--- config.mk ---
export PLATFORM = sky130hd
export DESIGN_NAME = vrrl_ctrl
export DESIGN_NICKNAME = d
export VERILOG_FILES = /design/src/hw/rtl/vrrl_pkg.sv /design/src/hw/rtl/vrrl_ctrl.sv
export SDC_FILE = /design/constraint.sdc
export NUM_CORES = 1
export LEC_CHECK = 0
export BUFFER_PORTS_ARGS = -buffer_cell sky130_fd_sc_hd__buf_2
export CORE_AREA = 2 2 39 41
export DETAILED_ROUTE_END_ITERATION = 8
export DIE_AREA = 0 0 41 43
export PLACE_DENSITY_LB_ADDON = 0.12
export SYNTH_ARGS = -nofsm -noshare
export SYNTH_HDL_FRONTEND = slang
export SYNTH_SLANG_ARGS = --single-unit
--- constraint.sdc ---
create_clock -name clk_i -period 1.8 [get_ports clk_i]
set_clock_uncertainty 0.1 [all_clocks]
set_input_delay 0.27 -clock clk_i [delete_from_list [all_inputs] [get_ports clk_i]]
set_output_delay 0.27 -clock clk_i [all_outputs]
set_load 0.05 [all_outputs]
--- src/hw/rtl/vrrl_pkg.sv ---
package vrrl_pkg;

  localparam int unsigned BufferBytesDef = 1024;
  localparam int unsigned MaxRecordsDef  = 32;

  // stream payload widths
  localparam int unsigned InDataW  = 40;
  localparam int unsigned OutDataW = 32;
  localparam int unsigned LenW     = 11;
  localparam int unsigned OffW     = 10;
  localparam int unsigned IdxW     = 5;
  localparam int unsigned ByteW    = 8;
  localparam int unsigned CountW   = 6;

  typedef enum logic [3:0] {
    ST_IDLE,
    ST_NEWEST_RD,
    ST_NEWEST_GOT,
    ST_FIT,
    ST_WRAP_RD,
    ST_WRAP_CHK,
    ST_OVL_RD,
    ST_OVL_CHK,
    ST_INSERT,
    ST_WRITE,
    ST_QRY,
    ST_QTAB,
    ST_QBYTE,
    ST_OUT
  } state_e;

  typedef struct packed {
    logic in_ready;
    logic accept;
    logic tab_rd_newest;
    logic tab_rd_oldest;
    logic tab_rd_query;
    logic set_pos;
    logic zero_pos;
    logic dec_total;
    logic insert;
    logic write_byte;
    logic qry_start;
    logic qry_tab;
    logic qry_byte;
    logic load_out;
  } cmd_t;

  typedef struct packed {
    logic in_valid;
    logic in_mode;
    logic in_start;
    logic total_zero;
    logic pos_over;
    logic wrap_hit;
    logic ovl_hit;
    logic avail;
    logic byte_ok;
    logic out_free;
  } status_t;

endpackage

--- src/hw/rtl/vrrl_ctrl.sv ---
module vrrl_ctrl import vrrl_pkg::*; (
  input  logic    clk_i,
  input  logic    rst_ni,
  input  status_t status_i,
  output cmd_t    cmd_o
);

  state_e state_q, state_d;

  always_ff @(posedge clk_i or negedge rst_ni) begin
    if (!rst_ni) begin
      state_q <= ST_IDLE;
    end else begin
      state_q <= state_d;
    end
  end

  always_comb begin
    state_d = state_q;
    case (state_q)
      ST_IDLE: begin
        if (status_i.in_valid) begin
          if (status_i.in_mode) begin
            state_d = ST_QRY;
          end else if (status_i.in_start) begin
            state_d = status_i.total_zero ? ST_INSERT : ST_NEWEST_RD;
          end else begin
            state_d = ST_WRITE;
          end
        end
      end
      ST_NEWEST_RD:  state_d = ST_NEWEST_GOT;
      ST_NEWEST_GOT: state_d = ST_FIT;
      ST_FIT:        state_d = status_i.pos_over ? ST_WRAP_RD : ST_OVL_RD;
      ST_WRAP_RD:    state_d = status_i.total_zero ? ST_OVL_RD : ST_WRAP_CHK;
      ST_WRAP_CHK:   state_d = status_i.wrap_hit ? ST_WRAP_RD : ST_OVL_RD;
      ST_OVL_RD:     state_d = status_i.total_zero ? ST_INSERT : ST_OVL_CHK;
      ST_OVL_CHK:    state_d = status_i.ovl_hit ? ST_OVL_RD : ST_INSERT;
      ST_INSERT:     state_d = ST_WRITE;
      ST_WRITE:      state_d = ST_QRY;
      ST_QRY:        state_d = status_i.avail ? ST_QTAB : ST_OUT;
      ST_QTAB:       state_d = status_i.byte_ok ? ST_QBYTE : ST_OUT;
      ST_QBYTE:      state_d = ST_OUT;
      ST_OUT: begin
        if (status_i.out_free) begin
          state_d = ST_IDLE;
        end
      end
      default:       state_d = ST_IDLE;
    endcase
  end

  always_comb begin
    cmd_o = '0;
    case (state_q)
      ST_IDLE: begin
        cmd_o.in_ready = 1'b1;
        cmd_o.accept   = status_i.in_valid;
      end
      ST_NEWEST_RD:  cmd_o.tab_rd_newest = 1'b1;
      ST_NEWEST_GOT: cmd_o.set_pos = 1'b1;
      ST_WRAP_RD: begin
        if (status_i.total_zero) begin
          cmd_o.zero_pos = 1'b1;
        end else begin
          cmd_o.tab_rd_oldest = 1'b1;
        end
      end
      ST_WRAP_CHK: begin
        if (status_i.wrap_hit) begin
          cmd_o.dec_total = 1'b1;
        end else begin
          cmd_o.zero_pos = 1'b1;
        end
      end
      ST_OVL_RD:  cmd_o.tab_rd_oldest = !status_i.total_zero;
      ST_OVL_CHK: cmd_o.dec_total = status_i.ovl_hit;
      ST_INSERT:  cmd_o.insert = 1'b1;
      ST_WRITE:   cmd_o.write_byte = 1'b1;
      ST_QRY: begin
        cmd_o.qry_start    = 1'b1;
        cmd_o.tab_rd_query = 1'b1;
      end
      ST_QTAB:  cmd_o.qry_tab = 1'b1;
      ST_QBYTE: cmd_o.qry_byte = 1'b1;
      ST_OUT:   cmd_o.load_out = status_i.out_free;
      default:  cmd_o = '0;
    endcase
  end

endmodule

After elaboration in Yosys (flattened, before gate mapping)
Cells that the tools add are included.
- input port bits: 12
- output and inout port bits: 14
- logic and storage cells: 48
- bits in registers: 4
- reductions and logical operators: 3
- multiplexer cells: 29
- eq/ne operators: 15
- operator list (operator ; number):
    $pmux 4 s14 ; 1
    $mux 4 ; 7
    $eq 4x4->1 const B ; 6
    $eq 4x3->1 const B ; 4
    $mux 1 ; 13
    $eq 4x2->1 const B ; 2
    $mux 2 ; 4
    $pmux 1 s2 ; 3
    $eq 4x1->1 const B ; 1
    $logic_not 4->1 ; 1
    $ne 2x2->1 const B ; 2
    $mux 3 ; 1
    $reduce_and 2->1 ; 1
    $logic_not 1->1 ; 1

Longest topological paths before layout
- depth after elaboration: 5
- mapped depth: 6
- depth with buffers taken out: 4

Worst setup path before layout
OpenSTA, ideal clock, no wires.
- kind: reg-to-reg
- start point: register state_q[0]
- end point: register state_q[1]
- setup time: 83 ps
- data required time: 1617 ps
- clock period less this slack: 2326 ps
- path slack: -526 ps
- cell stages (with the launch flop): 6
- path buffers: 1
- data arrival time: 2143 ps
- path through: dfrtp_1 buf_4 nand2b_1 a211oi_1 nor2b_1 a31oi_1
- cells in the longest elaborated chain, start to end: 3
- elaborated cells between the ends (all ways): 18
- those cells by class: 15 x eq/ne; 1 x mux; 2 x reduce/logical
- ends and longest elaborated chain (what ; line ; source):
    start: declaration ; vrrl_ctrl.sv:8 ; state_e state_q, state_d;
    start signal: assignment ; vrrl_ctrl.sv:14 ; state_q <= state_d;
    $eq 4x4->1 / $logic_not 4->1 (equally long branches) ; vrrl_ctrl.sv:20 ; case (state_q)
    $ne 2x2->1 (no source line) ; -- ;
    $reduce_and 2->1 (no source line) ; -- ;
Parallel ways exist; a longest one is shown, timed or not.
A chain may end at the register's enable or synchronous reset.

==> impl_metrics.tcl <==
set metrics [dict create \
    critPathMaxStageDelay_ps 560 \
    syn_area_per_cell_um2 7.60 \
    setup-violations-final 2 \
    worst_slew_pin_slew_ps 342 \
    dp.cells 108 \
    clk_pin_slew_ps 40 \
    worstPathCellList "or4_4 -> clkinvlp_4 -> and2_4 -> buf_8" \
    dp_slack_ps 58.2 \
    final_common_cell "buf_2" \
    status "complete, but fails checks" \
    start_util_pct 36.3 \
    vias 611 \
    seq_area_frac_synth_pct 20.0 \
    cap_violations 0 \
    largest_register_ffs 4 \
    hp-class "input pin to flip-flop" \
    cts.sinks 4 \
    clk_latency_ps 240 \
    dieArea_um2 1760 \
    first_iter_violations 17 \
    wl_mm 1.38 \
    synth_area_leaders "dfrtp_1, nand2b_1, nor3_1" \
    syn-cell-area_um2 502 \
    leakage_uw 0.000373 \
    regToRegSetupSlack_ps 110 \
    viasPerCell 5.31 \
    path_max_fanout 2 \
    mostFrequentLayoutCells "buf_2, buf_4, clkbuf_4" \
    arrival_ps 1510 \
    clock.fmax_ghz 0.531 \
    numPortBuffers 25 \
    die_x_um 41 \
    top_register "state_q" \
    finalCritPeriodShare_pct 105 \
    core_area_um2 1380 \
    instances_no_fill 115 \
    grt_max_degree 17 \
    min_period_ps 1880 \
    drtPass1Iterations 4 \
    drv_slew 0 \
    grt_pass1_vias 543 \
    area_growth_pct 67.8 \
    fin_ws_ps -83.5 \
    hold_viol_final 0 \
    violations "setup timing" \
    numCtsBuffers 3 \
    end_kind "output port" \
    final_core_util_pct 60.8 \
    grt_first_pass_wirelength_mm 2.26 \
    grt_usage_pct 18.7 \
    cts_buffer_depth 2 \
    dp_hpwl_mm 1.04 \
    rsz0062_at_grt "yes" \
    overflow 0 \
    boundaryPins 26 \
    synthDominantCellAreaShare_pct 20.0 \
    htreeDepth 1 \
    startpoint_type "flip-flop" \
    yosys_warnings 0 \
    drc 0 \
    num_rows 14 \
    post_dp_cell_area_um2 708 \
    die_h_um 43 \
    place.gp.congestion 0.796 \
    grt_antenna_before_repair 0 \
    synth_top_area_cell "dfrtp_1" \
    worstPathRequired_ps 1430 \
    ir_drop_mv 0.703 \
    layout-drive-gt1-share_pct 57.6 \
    yosysUniqueCellTypes 31 \
    clockRootBuffer "clkbuf_4" \
    wire_per_inst_um 12.0 \
    nNetsFinal 113 \
    powerDensity_nw_per_um2 1860 \
    final_area_um2 842 \
    slew_headroom_pct 77.0 \
    top_regs "state_q: 4 flops" \
    syn_nets 78 \
    cts_tree "built" \
    ys_ff_latch 4 \
    crit_type "flip-flop to output port" \
    final.setup.tns_ps -149 \
    syn_inst 66 \
    antenna_left 0 \
    crit_slowest_cell "or4_4" \
    diodes 0 \
]
==> cell type report <==
class                   instances  area, µm²
repair buffers                 36        254
multi-input cells              51        423
fillers                       147        542
clock buffers                   3       22.5
inverters                       5       22.5
well taps                      16       20.0
flip-flops and latches          4        100
==> per-layer routing <==
layer	vias to the layer above	GRT usage, %	routed length (µm)	share of wire [%]
met4	0	8.00	13	0.94
met5	-	0	0	0
li1	311	-	-	-
met2	17	29.1	744	54
met1	281	24.2	568	41
met3	2	3.14	57	4.1
==> critical path: cells and delay by family, from the launching register on <==
| kind | cells | cell delay (ps) |
|---|---|---|
| and+or+nand+nor | 2 | 690 |
| DFF | 1 | 370 |
| buffers and inverters | 2 | 220 |
==> final timing paths <==
check	startpoint	to	cells after the start
setup / recovery	state_q[1]	cmd_o[12]	4
hold / removal	status_i[0]	state_q[0]	2
setup reg to reg	state_q[0]	state_q[1]	8
hold reg to reg	state_q[3]	state_q[1]	3
max in group asynchronous	rst_ni	state_q[3]	2
min in group asynchronous	rst_ni	state_q[1]	2
==> kinds of logic (layout without fill, tap and decap cells) <==
group | after synthesis | count (layout) | share of synthesized area, %
AOI/OAI and AO/OA | 20 | 20 | 34.4
and+or+nand+nor | 30 | 30 | 31.9
muxes | 1 | 1 | 2.00
buffers and inverters | 11 | 44 | 11.7
DFF | 4 | 4 | 20.0
==> Yosys cell counts <==
| library cell | count |
|---|---|
| o21a_1 | 1 |
| o21ai_0 | 1 |
| a21boi_0 | 1 |
| o32ai_1 | 2 |
| or3_1 | 1 |
| o31ai_1 | 2 |
| o2111ai_1 | 1 |
| a21o_1 | 1 |
| mux2i_1 | 1 |
| or4_4 | 1 |
| o221ai_1 | 1 |
| nor2b_1 | 3 |
| a31oi_1 | 1 |
| buf_6 | 1 |
| buf_2 | 2 |
| nor2_1 | 5 |
| and2_1 | 1 |
| o211ai_1 | 2 |
| inv_1 | 5 |
| dfrtp_1 | 4 |
| clkbuf_1 | 1 |
| a211oi_1 | 2 |
| o22ai_2 | 1 |
| buf_4 | 2 |
| a211oi_2 | 1 |
| nand2_1 | 4 |
| nor3_1 | 8 |
| o32ai_2 | 1 |
| a2bb2oi_1 | 1 |
| a311oi_1 | 1 |
| nand2b_1 | 7 |
==> timing repair <==
item                                    4_1_cts  5_1_grt
cloned                                        0        0
endpoints found under the setup margin        6       12
buffers inserted                              3        0
pin swaps                                     2        2
hold buffers                                  1        0
hold endpoints to repair                      4        0
gates resized for setup                      12       13
==> power breakdown <==
part	switching [µW]	leakage, µW	total, µW	internal [µW]
Sequential	23.8	0.0000487	161	137
Combinational	806	0.000310	1290	486
Clock	34.8	0.0000138	109	74.4
==> stage by stage <==
stage / power (µW) / hold WS (ps)
after floorplan: 1080 / -126
after CTS: 1520 / 171
after global placement: 1330 / -26.0
after global routing: 1680 / 180
after detailed placement: 1330 / -24.4
final: 1560 / 173
Power figures use the tool's default switching activity.
